--- config.mk ---
export PLATFORM = sky130hd
export DESIGN_NAME = byte_level_pretokenizer
export DESIGN_NICKNAME = d
export VERILOG_FILES = /design/src/hdl/blpt_pkg.sv /design/src/hdl/blpt_core.sv /design/src/hdl/blpt_skid.sv /design/src/hdl/byte_level_pretokenizer.sv
export VERILOG_INCLUDE_DIRS = /design/src /design/src/hdl
export SDC_FILE = /design/constraint.sdc
export NUM_CORES = 1
export LEC_CHECK = 0
export BUFFER_PORTS_ARGS = -buffer_cell sky130_fd_sc_hd__buf_2
export CORE_MARGIN = 1
export CORE_UTILIZATION = 35
export DETAILED_ROUTE_END_ITERATION = 6
export GPL_ROUTABILITY_DRIVEN = 0
export RECOVER_POWER = 100
export SYNTH_ARGS = -nofsm -noshare
export SYNTH_HDL_FRONTEND = slang
export SYNTH_SLANG_ARGS = --single-unit
--- constraint.sdc ---
create_clock -name i_clk -period 5.2 [get_ports i_clk]
set_input_delay 0 -clock i_clk [delete_from_list [all_inputs] [get_ports i_clk]]
set_output_delay 0 -clock i_clk [all_outputs]
set_load 0.02 [all_outputs]
--- src/hdl/byte_level_pretokenizer_macros.svh ---
// Assertion macros shared by the pretokenizer RTL.
// No dependencies; included by modules that carry concurrent checks.
`ifndef BYTE_LEVEL_PRETOKENIZER_MACROS_SVH
`define BYTE_LEVEL_PRETOKENIZER_MACROS_SVH

`ifndef SYNTHESIS
// Property holds on every rising clock edge outside reset.
`define BLPT_ASSERT(lbl, clk, rstn, prop, msg) \
    lbl: assert property (@(posedge clk) disable iff (!(rstn)) (prop)) \
        else $error(msg);
// Antecedent in one cycle implies consequent in the next.
`define BLPT_ASSERT_NEXT(lbl, clk, rstn, ante, cons, msg) \
    lbl: assert property (@(posedge clk) disable iff (!(rstn)) (ante) |=> (cons)) \
        else $error(msg);
`else
`define BLPT_ASSERT(lbl, clk, rstn, prop, msg)
`define BLPT_ASSERT_NEXT(lbl, clk, rstn, ante, cons, msg)
`endif

`endif

--- src/hdl/blpt_pkg.sv ---
// Shared types and character constants for the byte-level pretokenizer.
// No dependencies.
package blpt_pkg;

    // Result word, lowest bits first: byte, chunk end, text end.
    typedef struct packed {
        logic       text_last;
        logic       chunk_last;
        logic [7:0] out_byte;
    } t_word;

    typedef enum logic [1:0] {
        CLS_SPACE  = 2'd0,
        CLS_DIGIT  = 2'd1,
        CLS_LETTER = 2'd2,
        CLS_OTHER  = 2'd3
    } t_cls;

    localparam logic [7:0] CH_SPACE = 8'h20;
    localparam logic [7:0] CH_TAB   = 8'h09;
    localparam logic [7:0] CH_LF    = 8'h0A;
    localparam logic [7:0] CH_CR    = 8'h0D;
    localparam logic [7:0] CH_0     = 8'h30;
    localparam logic [7:0] CH_9     = 8'h39;
    localparam logic [7:0] CH_UA    = 8'h41;
    localparam logic [7:0] CH_UZ    = 8'h5A;
    localparam logic [7:0] CH_LA    = 8'h61;
    localparam logic [7:0] CH_LZ    = 8'h7A;
    localparam logic [7:0] CH_APOS  = 8'h27;
    localparam logic [7:0] CH_S     = 8'h73;
    localparam logic [7:0] CH_T     = 8'h74;
    localparam logic [7:0] CH_M     = 8'h6D;
    localparam logic [7:0] CH_D     = 8'h64;
    localparam logic [7:0] CH_R     = 8'h72;
    localparam logic [7:0] CH_E     = 8'h65;
    localparam logic [7:0] CH_V     = 8'h76;
    localparam logic [7:0] CH_L     = 8'h6C;

endpackage

--- src/hdl/blpt_core.sv ---
// Byte hold buffer, chunk boundary decision and end-of-text flush sequencer.
// Depends on blpt_pkg and the assertion macro header.
`include "byte_level_pretokenizer_macros.svh"

module blpt_core (
    input  logic           i_clk,
    input  logic           i_rst_n,
    input  logic           i_valid,
    output logic           o_ready,
    input  logic [7:0]     i_byte,
    input  logic           i_eot,
    output logic           o_valid,
    input  logic           i_ready,
    output blpt_pkg::t_word o_word
);
    import blpt_pkg::*;

    typedef struct packed {
        logic [1:0] cp;     // bytes of an open contraction still to come
        logic       start;  // next emitted byte starts a chunk
        logic       sp;     // joining space just emitted
        t_cls       cls;    // class of the open run
    } t_ctx;

    localparam t_ctx CTX_RST = '{cp: 2'd0, start: 1'b1, sp: 1'b0, cls: CLS_SPACE};

    function automatic t_cls classify(input logic [7:0] c);
        t_cls res;
        if (c inside {CH_SPACE, CH_TAB, CH_LF, CH_CR})
            res = CLS_SPACE;
        else if (c inside {[CH_0:CH_9]})
            res = CLS_DIGIT;
        else if (c inside {[CH_UA:CH_UZ], [CH_LA:CH_LZ]} || c[7])
            res = CLS_LETTER;
        else
            res = CLS_OTHER;
        return res;
    endfunction

    logic [7:0] r_buf [3];
    logic [7:0] n_buf [3];
    logic [1:0] r_cnt, n_cnt;
    logic       r_flush, n_flush;
    t_ctx       r_ctx, n_ctx;

    logic       s_fire;
    logic       emit;
    logic       has1, has2;
    logic [7:0] b0, b1, b2;
    logic       con2, con3;
    logic       go;
    logic       dec_last;
    t_cls       run_cls;
    t_ctx       dec_ctx;

    assign o_ready = !r_flush && ((r_cnt < 2'd2) || i_ready);
    assign s_fire  = i_valid && o_ready;

    // Lookahead: the live input while streaming, the buffer tail while flushing
    assign b0   = r_buf[0];
    assign b1   = r_buf[1];
    assign b2   = r_flush ? r_buf[2] : i_byte;
    assign has1 = r_flush ? (r_cnt >= 2'd2) : 1'b1;
    assign has2 = r_flush ? (r_cnt == 2'd3) : 1'b1;

    assign con2 = (b0 == CH_APOS) && has1 &&
                  (b1 == CH_S || b1 == CH_T || b1 == CH_M || b1 == CH_D);
    assign con3 = (b0 == CH_APOS) && has2 &&
                  ((b1 == CH_R && b2 == CH_E) || (b1 == CH_V && b2 == CH_E) ||
                   (b1 == CH_L && b2 == CH_L));

    always_comb begin
        dec_ctx  = r_ctx;
        dec_last = 1'b0;
        run_cls  = r_ctx.cls;
        go       = 1'b1;
        if (r_ctx.cp != 2'd0) begin
            dec_ctx.cp = r_ctx.cp - 2'd1;
            dec_last   = (r_ctx.cp == 2'd1);
            if (dec_last)
                dec_ctx.start = 1'b1;
        end else begin
            if (r_ctx.start) begin
                dec_ctx.start = 1'b0;
                if (con2) begin
                    dec_ctx.cp = 2'd1;
                    go         = 1'b0;
                end else if (con3) begin
                    dec_ctx.cp = 2'd2;
                    go         = 1'b0;
                end else if (b0 == CH_SPACE && has1 && b1 != CH_SPACE) begin
                    dec_ctx.sp = 1'b1;
                    go         = 1'b0;
                end else begin
                    run_cls = classify(b0);
                end
            end else if (r_ctx.sp) begin
                dec_ctx.sp = 1'b0;
                run_cls    = classify(b0);
            end
            if (go) begin
                dec_ctx.cls = run_cls;
                dec_last    = !has1 || (classify(b1) != run_cls);
                if (dec_last)
                    dec_ctx.start = 1'b1;
            end
        end
    end

    assign emit = r_flush ? i_ready : (s_fire && !i_eot && (r_cnt == 2'd2));

    always_comb begin
        n_buf   = r_buf;
        n_cnt   = r_cnt;
        n_flush = r_flush;
        n_ctx   = r_ctx;
        if (r_flush) begin
            if (i_ready) begin
                n_buf[0] = r_buf[1];
                n_buf[1] = r_buf[2];
                n_cnt    = r_cnt - 2'd1;
                n_ctx    = dec_ctx;
                if (r_cnt == 2'd1) begin
                    n_flush = 1'b0;
                    n_ctx   = CTX_RST;
                end
            end
        end else if (s_fire) begin
            if (i_eot) begin
                case (r_cnt)
                    2'd0:    n_buf[0] = i_byte;
                    2'd1:    n_buf[1] = i_byte;
                    default: n_buf[2] = i_byte;
                endcase
                n_cnt   = r_cnt + 2'd1;
                n_flush = 1'b1;
            end else if (r_cnt == 2'd2) begin
                n_buf[0] = r_buf[1];
                n_buf[1] = i_byte;
                n_ctx    = dec_ctx;
            end else begin
                case (r_cnt)
                    2'd0:    n_buf[0] = i_byte;
                    default: n_buf[1] = i_byte;
                endcase
                n_cnt = r_cnt + 2'd1;
            end
        end
    end

    always_ff @(posedge i_clk) begin
        r_buf <= n_buf;
        if (!i_rst_n) begin
            r_cnt   <= 2'd0;
            r_flush <= 1'b0;
            r_ctx   <= CTX_RST;
        end else begin
            r_cnt   <= n_cnt;
            r_flush <= n_flush;
            r_ctx   <= n_ctx;
        end
    end

    assign o_valid           = emit;
    assign o_word.out_byte   = r_buf[0];
    assign o_word.chunk_last = dec_last;
    assign o_word.text_last  = r_flush && (r_cnt == 2'd1);

    `BLPT_ASSERT(a_cnt_range, i_clk, i_rst_n, r_flush || (r_cnt != 2'd3),
                 "three bytes held outside a flush")
    `BLPT_ASSERT(a_flush_nonempty, i_clk, i_rst_n, !r_flush || (r_cnt != 2'd0),
                 "flush with an empty buffer")
    `BLPT_ASSERT(a_ctx_excl, i_clk, i_rst_n, !((r_ctx.cp != 2'd0) && r_ctx.sp),
                 "contraction open while a joining space is pending")
    `BLPT_ASSERT_NEXT(a_flush_end, i_clk, i_rst_n, r_flush && i_ready && (r_cnt == 2'd1),
                      !r_flush && (r_cnt == 2'd0) && r_ctx.start,
                      "state not returned to start after the final word")

endmodule

--- src/hdl/blpt_skid.sv ---
// Two-entry output register with skid slot; upstream ready is a flop.
// Depends on blpt_pkg and the assertion macro header.
`include "byte_level_pretokenizer_macros.svh"

module blpt_skid (
    input  logic            i_clk,
    input  logic            i_rst_n,
    input  logic            i_valid,
    output logic            o_ready,
    input  blpt_pkg::t_word i_word,
    output logic            o_valid,
    input  logic            i_ready,
    output blpt_pkg::t_word o_word
);
    import blpt_pkg::*;

    logic  r_main_valid, r_skid_valid;
    t_word r_main, r_skid;
    logic  main_load;

    assign o_ready   = !r_skid_valid;
    assign main_load = !r_main_valid || i_ready;

    always_ff @(posedge i_clk) begin
        if (main_load) begin
            r_main <= r_skid_valid ? r_skid : i_word;
        end else if (i_valid && !r_skid_valid) begin
            r_skid <= i_word;
        end
        if (!i_rst_n) begin
            r_main_valid <= 1'b0;
            r_skid_valid <= 1'b0;
        end else if (main_load) begin
            r_main_valid <= r_skid_valid || i_valid;
            r_skid_valid <= 1'b0;
        end else if (i_valid && !r_skid_valid) begin
            r_skid_valid <= 1'b1;
        end
    end

    assign o_valid = r_main_valid;
    assign o_word  = r_main;

    `BLPT_ASSERT(a_skid_implies_main, i_clk, i_rst_n, !r_skid_valid || r_main_valid,
                 "skid slot full with output register empty")
    `BLPT_ASSERT_NEXT(a_skid_fill, i_clk, i_rst_n,
                      i_valid && !r_skid_valid && r_main_valid && !i_ready,
                      r_skid_valid, "stalled word not caught in skid slot")
    `BLPT_ASSERT_NEXT(a_skid_drain, i_clk, i_rst_n, r_skid_valid && i_ready,
                      !r_skid_valid, "skid slot not drained on output accept")

endmodule

--- src/hdl/byte_level_pretokenizer.sv ---
// Byte-level pretokenizer: top level joining the chunking core and output stage.
// Depends on blpt_pkg, blpt_core and blpt_skid.
//
// Usage: text enters on the slave stream one byte per word, with tlast on the
// final byte of a text. The master stream returns every byte unchanged and in
// order; tuser marks the last byte of a pretoken chunk (contraction, or a run
// of one class with an optional single leading space) and tlast marks the
// final byte of the text.
// Throughput: one byte per cycle while streaming and the skid slot is empty. A
// byte leaves once two more bytes of the same text have arrived (its lookahead),
// then passes through the output register. On tlast the held bytes plus the
// final byte (one to three words) are flushed one per cycle while the skid slot
// is empty; input is not taken during the flush.
// Reset (synchronous, active low) drops held bytes and starts a new text.
// When the receiver stalls, the output register and a one-word skid slot
// absorb results; input stalls once the skid slot fills. Ready comes from flops.
module byte_level_pretokenizer (
    input  logic       i_clk,
    input  logic       i_rst_n,
    input  logic       i_s_tvalid,
    output logic       o_s_tready,
    input  logic [7:0] i_s_tdata,   // [7:0] text_byte
    input  logic       i_s_tlast,   // end_of_text
    output logic       o_m_tvalid,
    input  logic       i_m_tready,
    output logic [7:0] o_m_tdata,   // [7:0] out_byte
    output logic       o_m_tuser,   // chunk_last
    output logic       o_m_tlast    // text_last
);
    import blpt_pkg::*;

    logic  core_valid, skid_ready;
    t_word core_word, out_word;

    blpt_core u_core (
        .i_clk   (i_clk),
        .i_rst_n (i_rst_n),
        .i_valid (i_s_tvalid),
        .o_ready (o_s_tready),
        .i_byte  (i_s_tdata),
        .i_eot   (i_s_tlast),
        .o_valid (core_valid),
        .i_ready (skid_ready),
        .o_word  (core_word)
    );

    blpt_skid u_skid (
        .i_clk   (i_clk),
        .i_rst_n (i_rst_n),
        .i_valid (core_valid),
        .o_ready (skid_ready),
        .i_word  (core_word),
        .o_valid (o_m_tvalid),
        .i_ready (i_m_tready),
        .o_word  (out_word)
    );

    assign o_m_tdata = out_word.out_byte;
    assign o_m_tuser = out_word.chunk_last;
    assign o_m_tlast = out_word.text_last;

endmodule
Yosys cells after proc, flatten, opt, wreduce, memory -nomap -nowiden:

Index checks and enable logic that the tools add are counted.

* register bits after elaboration: 55
* logic and storage cells: 185
* input port bits: 13
* output and inout port bits: 12

* $add $sub $neg: 3
* $lt $le $gt $ge: 14
* muxes and demuxes: 65
* reduce and logical (&&, ||, !) cells: 53
* eq/ne operators: 29
* bitwise gates (word level): 4

Operator list (count)
* == test 8 x 7 -> 1 bit (second input constant): 9
* 2-to-1 mux 16 bit: 4
* == test 8 x 4 -> 1 bit (second input constant): 6
* 2-to-1 mux 8 bit: 6
* 2-to-1 mux 2 bit: 20
* 2-to-1 mux 6 bit: 6
* >= comparator 8 x 7 -> 1 bit (second input constant): 4
* <= comparator 8 x 7 -> 1 bit (second input constant): 4
* == test 8 x 6 -> 1 bit (second input constant): 3
* 2-to-1 mux 1 bit: 24
* 2-to-1 mux 24 bit: 1
* logical AND 1 bit: 21
* >= comparator 8 x 6 -> 1 bit (second input constant): 2
* <= comparator 8 x 6 -> 1 bit (second input constant): 2
* AND reduction 4 bit: 3
* logical OR 1 bit: 11
* 2-to-1 mux 10 bit: 1
* nonzero test 2 bit: 5
* 2-to-1 mux 3 bit: 3
* inequality test 8 x 6 -> 1 bit (second input constant): 1
* nonzero test 4 bit: 2
* logical NOT 1 bit: 5
* == test 2 x 1 -> 1 bit (second input constant): 2
* == test 2 bit (second input constant): 2
* other kinds (15): 21

Depth between registers and ports, before layout:

Gate-level depths: netlist (run 1).

* word-level depth: 21
* depth in mapped cells: 10
* mapped depth without buffers: 10

Hierarchy:

From an unflattened synthesis (run 1), not the netlist that was laid out.

* cells, all modules: 273
* area, all modules: 3022.9 µm²

Modules (own cells, without submodules)
* blpt_core: area each 2214.6 µm², cells an instance 234, seq. area each 900.9 µm², instances 1
* blpt_skid: area each 808.3 µm², cells an instance 39, seq. area each 640.6 µm², instances 1

Least setup slack after synthesis (run 1):

Ideal clock, no wire load.

* path type: flip-flop to flip-flop
* start point: reg u_core.r_flush
* end point: reg u_skid.r_skid[0] (netlist name), enable pin
* arrival: 2645 ps
* period minus slack after synthesis: 3037 ps
* data required time: 4808 ps
* buffers on the path: 3
* setup slack: 2163 ps
* setup time: 392 ps
* stages on the path, launching flop included: 8
* cell sequence: dfxtp_1 buf_2 a21oi_1 and2_1 clkbuf_1 a21o_1 clkbuf_1 nor3b_1

* longest elaborated chain between the ends: 8

RTL lines
* start: declaration: line blpt_core.sv:43 `logic r_flush, n_flush;`
* start signal: assignment: line blpt_core.sv:159 `r_flush <= n_flush;`
* logical NOT 1 bit: line blpt_core.sv:56 `assign o_ready = !r_flush && ((r_cnt < 2'd2) || i_ready);`
* logical AND 1 bit: line blpt_core.sv:56
* named net o_s_tready: line byte_level_pretokenizer.sv:21 `output logic o_s_tready,`
* logical AND 1 bit: line blpt_core.sv:57 `assign s_fire = i_valid && o_ready;`
* logical AND 1 bit (2 in a row): line blpt_core.sv:110 `assign emit = r_flush ? i_ready : (s_fire && !i_eot && (r_cnt == 2'd2));`
* 2-to-1 mux 1 bit: line blpt_core.sv:110
* logical AND 1 bit: line blpt_skid.sv:27 `end else if (i_valid && !r_skid_valid) begin`
* AND reduction 2 bit (no source line)
* end signal: assignment: line blpt_skid.sv:28 `r_skid <= i_word;`
* end: declaration: line blpt_skid.sv:18 `t_word r_main, r_skid;`

The timed path passes the listed nets, and every way through them passes these cells.
A chain may end at the register's enable or synchronous reset.

Worst setup path after layout (run 1):

* start point: reg u_core.r_flush
* end point: reg u_skid.r_main (netlist bit u_skid.o_word[8]) (data pin)

* longest elaborated chain between the ends: 15
* elaborated cells between the ends (all ways): 32
* classes of those cells: eq/ne (3); mux (16); reduce/logical (13)

RTL lines
* 2-to-1 mux 8 bit: line blpt_core.sv:62 `assign b2 = r_flush ? r_buf[2] : i_byte;`
* == test 8 x 7 -> 1 bit: line blpt_core.sv:69 `((b1 == CH_R && b2 == CH_E) || (b1 == CH_V && b2 == CH_E) ||`
* logical AND 1 bit: line blpt_core.sv:69
* logical OR 1 bit (2 in a row): line blpt_core.sv:69
* logical AND 1 bit: line blpt_core.sv:68 `assign con3 = (b0 == CH_APOS) && has2 &&`
* 2-to-1 mux 2 bit: line blpt_core.sv:88 `end else if (con3) begin`
* 2-to-1 mux 2 bit: line blpt_core.sv:85 `if (con2) begin`
* 2-to-1 mux 2 bit: line blpt_core.sv:83 `if (r_ctx.start) begin`
* 2-to-1 mux 2 bit: line blpt_core.sv:77 `if (r_ctx.cp != 2'd0) begin`
* inequality test 2 bit: line blpt_core.sv:103 `dec_last = !has1 || (classify(b1) != run_cls);`
* logical OR 1 bit: line blpt_core.sv:103
* 2-to-1 mux 1 bit *: line blpt_core.sv:101 `if (go) begin`
* 2-to-1 mux 1 bit *: line blpt_core.sv:77
* 2-to-1 mux 10 bit *: line blpt_skid.sv:26 `r_main <= r_skid_valid ? r_skid : i_word;`
* end signal: assignment: line blpt_skid.sv:26
* end: declaration: line blpt_skid.sv:18

Mark *: on every way between the ends. The rest lies on a longest branch, timed or not. The select of a mux whose other input is x is not followed.

==> results of run 1 <==
## layout make-up
| cell class | count | area, um^2 | share of cell area (%) |
|---|---|---|---|
| Sequential cell | 55 | 1540 | 49.0 |
| Multi-Input combinational cell | 173 | 1170 | 37.2 |
| Timing Repair Buffer | 34 | 189 | 6.01 |
| Tap cell | 102 | 128 | 4.06 |
| Clock buffer | 6 | 72.6 | 2.31 |
| Inverter | 8 | 30.0 | 0.955 |
| Clock inverter | 2 | 12.5 | 0.398 |
## flip-flops by register name (all words and copies together), names as in the netlist
name,flops
u_skid.o_valid,1
u_core.r_buf,8
u_skid.r_skid_valid,1
u_core.b0,8
u_core.r_cnt,2
u_core.r_flush,1
u_core.r_ctx,6
u_skid.o_word,10
u_core.b1,8
u_skid.r_skid,10
## cell families (layout without fill, tap and decap cells)
kind of cell	count (synthesis)	after routing	share of synthesized area (%)
simple gates	80	80	15.8
compound gates	66	66	16.0
flops	55	55	54.8
mux	21	21	7.83
buf+inv	23	50	3.12
fa+ha+maj	4	4	1.78
xor+xnor	2	2	0.623
## worst max-delay path, delay by kind of cell, from the launching register on
kind             cells  cell delay (ns)
AO/OA/AOI/OAI        4             1.22
flip-flops           1             0.73
AND/OR/NAND/NOR      1             0.22
XOR/XNOR             1             0.08
multiplexers         2             0.68
## where the power goes
| part | internal, uW | switching, uW |
|---|---|---|
| logic | 83.3 | 119 |
| registers | 533 | 48.7 |
| clock network | 94.6 | 133 |
## cells in the final DEF (no fill, tap or decap), types with 3 or more instances in the layout
cell,synthesis,layout
nor2_1,11,11
mux2i_1,13,13
edfxtp_1,44,44
clkbuf_1,14,22
nand2b_1,4,4
o21a_1,3,3
nor4_1,5,5
mux2_2,8,7
dlygate4sd3_1,0,9
inv_1,8,8
ha_1,4,4
clkbuf_8,0,5
buf_2,1,4
nor2b_1,9,9
dfxtp_1,11,11
a211oi_1,3,3
nand2_1,23,23
and3_1,3,3
a21oi_1,9,9
a21o_1,3,3
o21ai_0,19,19
nor3b_1,4,4
o21ai_1,3,3
nor3_1,3,3
nand3_1,4,4
a22o_1,7,7
## per-layer routing
layer | part of all wire, % | track usage (%) | vias to the layer above | wire length (um)
met5 | 0 | 0 | - | 0
met4 | 1.9 | 5.16 | 0 | 112
met3 | 3.0 | 3.07 | 11 | 180
met2 | 44 | 23.3 | 49 | 2640
met1 | 51 | 20.5 | 955 | 3020
li1 | - | - | 1001 | -
## metrics by stage
step                cells  util [%]  hold WS [ns]  worst slack [ns]  area (um^2)
floorplan             251         -        0.0989              2.16         2810
global placement      363      38.7         0.250              2.29         3010
global route          380      40.5        0.0378              1.69         3140
detailed placement    363      38.7         0.250              2.21         3010
CTS                   380      41.0       0.00509              2.21         3180
finish                380      40.5        0.0155              2.00         3140
## worst max path at each step
| stage | to | slack (ns) | cells after the start |
|---|---|---|---|
| 3_5_place_dp | u_skid.o_word[8] | 2.21 | 8 |
| 6_report | u_skid.o_word[8] | 2.00 | 8 |
| 4_1_cts | u_skid.o_word[8] | 2.21 | 8 |
| 2_1_floorplan | u_skid.r_skid[0] | 2.16 | 7 |
| 5_1_grt | u_skid.o_word[8] | 1.69 | 8 |
| 3_3_place_gp | u_skid.o_word[8] | 2.29 | 8 |
==> results_dict.tcl, run 1 <==
set metrics [dict create \
    outcome "finished, final reports clean" \
    synth-edff-count 44 \
    hpwl_um 4320 \
    grt_overflow_total 0 \
    dr.pass1.iters 5 \
    synth.distinct_cells 49 \
    grt_pass1_wl_um 9610 \
    hold_path.startpoint "i_s_tlast" \
    numCtsBuffers 5 \
    first_iter_violations 147 \
    path_class "flop to flop" \
    root_buffer "clkbuf_8" \
    cts_hold_buf 9 \
    clock_path_buffers 2 \
    clkSlewWorstSetupHoldPaths_ns 0.09 \
    drc 0 \
    fillers 802 \
    track_usage_pct 14.9 \
    worst_pin_slew_ns 1.07 \
    syn-instance-count 251 \
    yosys_most_used_dff "edfxtp_1" \
    num_rows 32 \
    syn_to_final_growth_pct 11.8 \
    cp.required_ns 5.24 \
    nets 294 \
    fp.dieArea_um2 8400 \
    hold_viol 0 \
    cts_resized 0 \
    yosysSeqAreaShare_pct 54.8 \
    synthTopCellsByCount "edfxtp_1, nand2_1, o21ai_0" \
    power_density_nw_per_um2 322 \
    p_leak_uw 0.00114 \
    worstPathCellList "mux2_1, nor4_1, o2111ai_1, a32oi_1, mux2i_1, xor2_1, o31ai_1, a21oi_1" \
    synth_area_per_cell_um2 11.2 \
    critPathArrivalTime_ns 3.24 \
    n_antenna_cell 0 \
    endpoint_kind "flop" \
    cts-htree-levels 2 \
    synthTopCellsByArea "edfxtp_1, dfxtp_1, mux2i_1" \
    core-area_um2 7770 \
    maxCapViolCount 0 \
    syn_nets 268 \
    post-route-min-period_ns 3.20 \
    final.setup_skew_ns 0.00540 \
    vias 2016 \
    crit_fanout 20 \
    hp-class "primary input to flop" \
    cpPeakStageDelay_ns 0.73 \
    syn_area_um2 2810 \
    die_h_um 91.6 \
    drt_wl_total_um 5950 \
    drv_slew 0 \
    r2r_start "u_core.r_flush" \
    insertion_delay_ns 0.30 \
    antenna_found_initial 0 \
    crit_path_start "u_core.r_flush" \
    min_to "u_core.r_flush" \
    synth_top_area_share_pct 47.0 \
    grt_max_degree 21 \
    start_util_pct 36.2 \
    fmax_mhz 313 \
    grt_pass1_vias 1918 \
    rrSetupSlack_ns 2.00 \
    vdd_drop_max_v 0.000114 \
    finalSetupViolCount 0 \
    holdPathStages 3 \
    ant_nets 0 \
    drive_gt1_share_pct 6.83 \
    via_per_inst 5.31 \
    die_w_um 91.6 \
    synth_top_cell_by_area "edfxtp_1" \
    slew_headroom_pct 28.2 \
    period_share_pct 61.5 \
    reg2regPathDepth 8 \
    setup_tns_ns 0 \
    wire_per_inst_um 15.7 \
    clock-sinks 55 \
    cts_setup_buffers 0 \
    yosysWarnings 0 \
    tritoncts "yes" \
    portBuffers 24 \
    post-synth-top-count-cell "edfxtp_1" \
    ys_seq_elements 55 \
    timing.rr.end "u_skid.o_word[8]" \
    cpMaxStageDelayCell "dfxtp_1" \
    crit_path_start_kind "flop" \
    async_flop_share_pct 0 \
    grt_setup_unrepaired "no" \
    p_total_uw 1010 \
    num_io_pins 25 \
]
No activity file was read; power rests on OpenSTA's default activity.
==> inputs of run 2 (changes only) <==
- ABC_AREA: not set -> 1
- clock period: 5.2 -> 2.9 ns (I/O delays scaled with it)
==> run 2 against run 1 <==
Wire length grew 8.1%; synthesized area grew 4.0%; setup slack lost 1.6 ns.
==> results_dict.tcl, run 2 <==
set metrics [dict create \
    drt_wl_total_um 6430 \
    cpMaxStageDelayCell "nor2_1" \
    start_util_pct 37.1 \
    post-synth-top-count-cell "nand2_1" \
    n_antenna_cell 0 \
    portBuffers 24 \
    grt_pass1_wl_um 10900 \
    synth_top_cell_by_area "edfxtp_1" \
    ant_nets 0 \
    slew_headroom_pct 37.6 \
    tritoncts "yes" \
    syn-instance-count 353 \
    yosysWarnings 0 \
    cts_setup_buffers 0 \
    nets 408 \
    power_density_nw_per_um2 574 \
    syn_nets 370 \
    syn_to_final_growth_pct 13.3 \
    drc 0 \
    place_inst 476 \
    layout_common_cells "nand2_1, inv_1, edfxtp_1" \
    yosys_most_used_dff "edfxtp_1" \
    worstPathCellList "buf_4, a21oi_1, nand2_2, nand2_1, o21ai_0, nor2_1" \
    met2_usage_pct 27.8 \
    cpPeakStageDelay_ns 0.51 \
    grt_overflow_total 0 \
    cts-htree-levels 2 \
    finalSetupViolCount 0 \
    fmax_mhz 397 \
    num_io_pins 25 \
    holdWs_ns 0.308 \
    clkSlewWorstSetupHoldPaths_ns 0.10 \
    die_w_um 93.4 \
    syn_area_um2 2920 \
    antenna_found_initial 0 \
    crit_fanout 18 \
    cts_hold_buf 10 \
    critPathArrivalTime_ns 2.48 \
    grt_pass1_vias 2402 \
    drv_slew 0 \
    grt_max_degree 25 \
    setup_tns_ns 0 \
    async_flop_share_pct 0 \
    final_common_cell "nand2_1" \
    synth_top_area_share_pct 45.2 \
    hp-class "primary input to flop" \
    wire_per_inst_um 13.0 \
    die_h_um 93.4 \
    synthTopCellsByArea "edfxtp_1, nand2_1, dfxtp_1" \
    num_rows 32 \
    maxCapViolCount 0 \
    period_share_pct 87.0 \
    clock_path_buffers 2 \
    cp.required_ns 2.86 \
    synth.distinct_cells 32 \
    vdd_drop_max_v 0.000250 \
    p_leak_uw 0.00138 \
    core-area_um2 7890 \
    crit_path_start_kind "flop" \
    final.setup_skew_ns 0.00786 \
    insertion_delay_ns 0.32 \
    grtUsageMet3_pct 2.85 \
    cp_top_family "simple AND/OR/NAND/NOR gates" \
    worst_pin_slew_ns 0.936 \
    via_per_inst 4.93 \
    root_buffer "clkbuf_8" \
    grt_setup_unrepaired "no" \
    grt_use_met1_pct 20.1 \
    drive_gt1_share_pct 4.85 \
    hold_viol 0 \
    synth-edff-count 44 \
    yosysSeqAreaShare_pct 52.7 \
    grt.busiest_layer "met2" \
    fp.dieArea_um2 8720 \
    fin_cells 494 \
    outcome "finished, final reports clean" \
    cts_resized 0 \
    synthTopCellsByCount "nand2_1, inv_1, edfxtp_1" \
    synth_area_per_cell_um2 8.28 \
    dr.pass1.iters 5 \
    track_usage_pct 15.9 \
    hpwl_um 5070 \
    vias 2435 \
    ys_seq_elements 55 \
    first_iter_violations 128 \
    endpoint_kind "flop" \
    post-route-min-period_ns 2.52 \
    clock-sinks 55 \
    numCtsBuffers 5 \
    path_class "flop to flop" \
    cp_num_buf_inv 1 \
]
==> run 2: cell types whose count changed after synthesis, sizes merged, moves of 8 or more <==
cell,change
nand3,+11
nor2,+30
o21ai,+18
mux2i,-13
mux2,-8
inv,+44
clkbuf,-10
nor2b,-9
nand2,+71
==> run 2: area by class of cell <==
class	instances	area (um^2)
clock buffers	5	68.8
multi-input cells	238	1130
well taps	102	128
flip-flops and latches	55	1540
inverters	53	199
clock inverters	3	27.5
repair buffers	38	215
fillers	801	4570
==> run 2: final timing paths <==
kind / from / to / slack [ns] / depth (start not counted)
max reg2reg: u_core.r_flush / u_core.b1[3] / 0.38 / 6
min reg2reg: u_core.r_ctx[1] / u_core.r_ctx[1] / 0.49 / 2
max: u_core.r_flush / u_core.b1[3] / 0.38 / 6
min: i_s_tvalid / u_core.b1[0] / 0.31 / 3
==> run 2: kinds of logic after synthesis <==
kind of cell	share of synthesized area [%]
buf+inv	8.13
fa+ha+maj	1.71
simple gates	21.8
flops	52.7
xor+xnor	0.300
compound gates	15.4
==> run 2: power by group <==
part           internal, uW  switching [uW]  leakage, uW  total [uW]
clock network           180             279    0.0000467         459
logic                   134             289     0.000813         423
registers               961            59.6     0.000522        1020
total                  1270             628      0.00138        1900
==> run 2: metrics by stage <==
| stage | cell area (um^2) | total power, uW | worst slack, ns | utilization (%) |
|---|---|---|---|---|
| after global placement | 3160 | 1460 | 0.504 | 40.1 |
| after CTS | 3360 | 1930 | 0.449 | 42.6 |
| after detailed placement | 3160 | 1470 | 0.454 | 40.1 |
| after global routing | 3310 | 2020 | 0.127 | 42.0 |
| final | 3310 | 1900 | 0.378 | 42.0 |
| after floorplan | 2920 | 1340 | 0.538 | - |
==> run 2: routing by layer <==
metal	vias up	wire (um)
met3	9	239
met1	1118	2980
met4	0	131
li1	1259	-
met5	-	0
met2	49	3090
==> run 2: worst register-to-register path: cells and delay by family, from the launching register on <==
| family | cells | cell delay, ns |
|---|---|---|
| compound gates | 2 | 0.34 |
| buf+inv | 1 | 0.24 |
| flops | 1 | 0.44 |
| simple gates | 3 | 1.15 |
==> inputs of run 3 (changes only) <==
- CORE_UTILIZATION: 35 -> 25
==> run 3 against run 2 <==
Cell count increased by 8.3%; die area increased by 39%; wire length increased by 2.7%; critical path type unchanged.
==> results_dict.tcl, run 3 (synthesized netlist as in run 2, its figures left out) <==
set metrics [dict create \
    outcome "finished, final reports clean" \
    wire_per_inst_um 12.3 \
    dr.pass1.iters 4 \
    crit_fanout 18 \
    ant_nets 0 \
    drv_slew 0 \
    hpwl_um 5120 \
    start_util_pct 25.6 \
    root_buffer "clkbuf_16" \
    drt_wl_total_um 6600 \
    fp.dieArea_um2 12100 \
    vdd_drop_max_v 0.000235 \
    drive_gt1_share_pct 4.85 \
    insertion_delay_ns 0.29 \
    cts_setup_buffers 0 \
    post-route-min-period_ns 2.53 \
    worst_pin_slew_ns 0.855 \
    tritoncts "yes" \
    clkSlewWorstSetupHoldPaths_ns 0.07 \
    crit_path_start "u_core.r_flush" \
    fmax_mhz 395 \
    finalSetupViolCount 0 \
    layout_common_cells "nand2_1, inv_1, edfxtp_1" \
    timing.rr.end "u_core.b0[4]" \
    grt_pass1_wl_um 11200 \
    grt_setup_unrepaired "no" \
    period_share_pct 87.2 \
    track_usage_pct 11.9 \
    clock_path_buffers 2 \
    portBuffers 24 \
    clock-sinks 55 \
    num_io_pins 25 \
    final.setup_skew_ns 0.00432 \
    cts_resized 0 \
    die_w_um 110 \
    n_antenna_cell 0 \
    first_iter_violations 149 \
    pre_cts_ws_ns 0.543 \
    hp-class "primary input to flop" \
    numCtsBuffers 5 \
    cp.required_ns 2.91 \
    vias 2452 \
    grt_pass1_vias 2388 \
    grt_overflow_total 0 \
    setup_tns_ns 0 \
    endpoint "u_core.b0[4]" \
    power_density_nw_per_um2 606 \
    num_rows 39 \
    final_common_cell "nand2_1" \
    critPathArrivalTime_ns 2.54 \
    cts-htree-levels 2 \
    die_h_um 110 \
    via_per_inst 4.58 \
    hold_viol 0 \
    p_leak_uw 0.00141 \
    nets 408 \
    maxCapViolCount 0 \
    core-area_um2 11400 \
    path_class "flop to flop" \
    antenna_found_initial 0 \
    endpoint_kind "flop" \
    rrSetupSlack_ns 0.37 \
    syn_to_final_growth_pct 16.8 \
    drc 0 \
    grt_max_degree 25 \
    fillers 1246 \
    setup_ws_ns 0.372 \
    reg2regPathDepth 5 \
    r2r_start "u_core.r_flush" \
    slew_headroom_pct 43.0 \
    crit_path_start_kind "flop" \
]
run 3: worst max-delay path, cell delays in order, from the launching register on:
cell     delay, ns
dfxtp_1       0.59
a21oi_1       0.13
nand2_1       0.52
inv_1         0.24
a21oi_1       0.59
o32ai_1       0.18
run 3: per-stage QoR:
stage / power [uW] / utilization [%] / instance area [um^2] / hold WS [ns] / instances
2_1_floorplan: 1340 / - / 2920 / 0.0989 / 353
3_3_place_gp: 1470 / 28.2 / 3220 / 0.218 / 518
3_5_place_dp: 1470 / 28.2 / 3220 / 0.220 / 518
4_1_cts: 2100 / 30.3 / 3460 / 0.00802 / 535
5_1_grt: 2190 / 29.9 / 3410 / 0.0170 / 535
6_report: 2070 / 29.9 / 3410 / 0.0000858 / 535
run 3: how the worst min path moves through the flow:
stage,start,cells after the start,to
2_1_floorplan,i_s_tdata[0],0,u_core.r_buf[0]
3_3_place_gp,i_s_tdata[2],1,u_core.r_buf[2]
3_5_place_dp,i_s_tdata[2],1,u_core.r_buf[2]
4_1_cts,i_s_tlast,3,u_core.r_flush
5_1_grt,i_s_tlast,3,u_core.r_flush
6_report,i_s_tlast,3,u_core.r_flush
run 3: repair_timing:
| item | in CTS | in global routing |
|---|---|---|
| endpoints found under the hold margin | 9 | 0 |
| endpoints found under the setup margin | 0 | 0 |
| hold buffers | 9 | 0 |
run 3: routing by layer:
| metal | global-route usage, % | wire [um] | share of wire, % |
|---|---|---|---|
| met4 | 3.38 | 84 | 1.3 |
| met3 | 2.29 | 353 | 5.3 |
| met1 | 16.3 | 3250 | 49 |
| met5 | 0 | 0 | 0 |
| met2 | 19.2 | 2920 | 44 |
run 3: cell type report:
cell class              instances  area (um^2)  area share (%)
flip-flops and latches         55         1540            45.1
multi-input cells             238         1130            33.2
repair buffers                 38          210            6.16
inverters                      53          199            5.83
well taps                     143          179            5.24
clock buffers                   7          143            4.18
clock inverters                 1         8.76           0.257
run 3: report_power, final:
group | internal, uW | switching (uW) | leakage (uW)
combinational | 135 | 295 | 0.000813
sequential | 962 | 62.3 | 0.000522
clock | 346 | 269 | 0.0000741
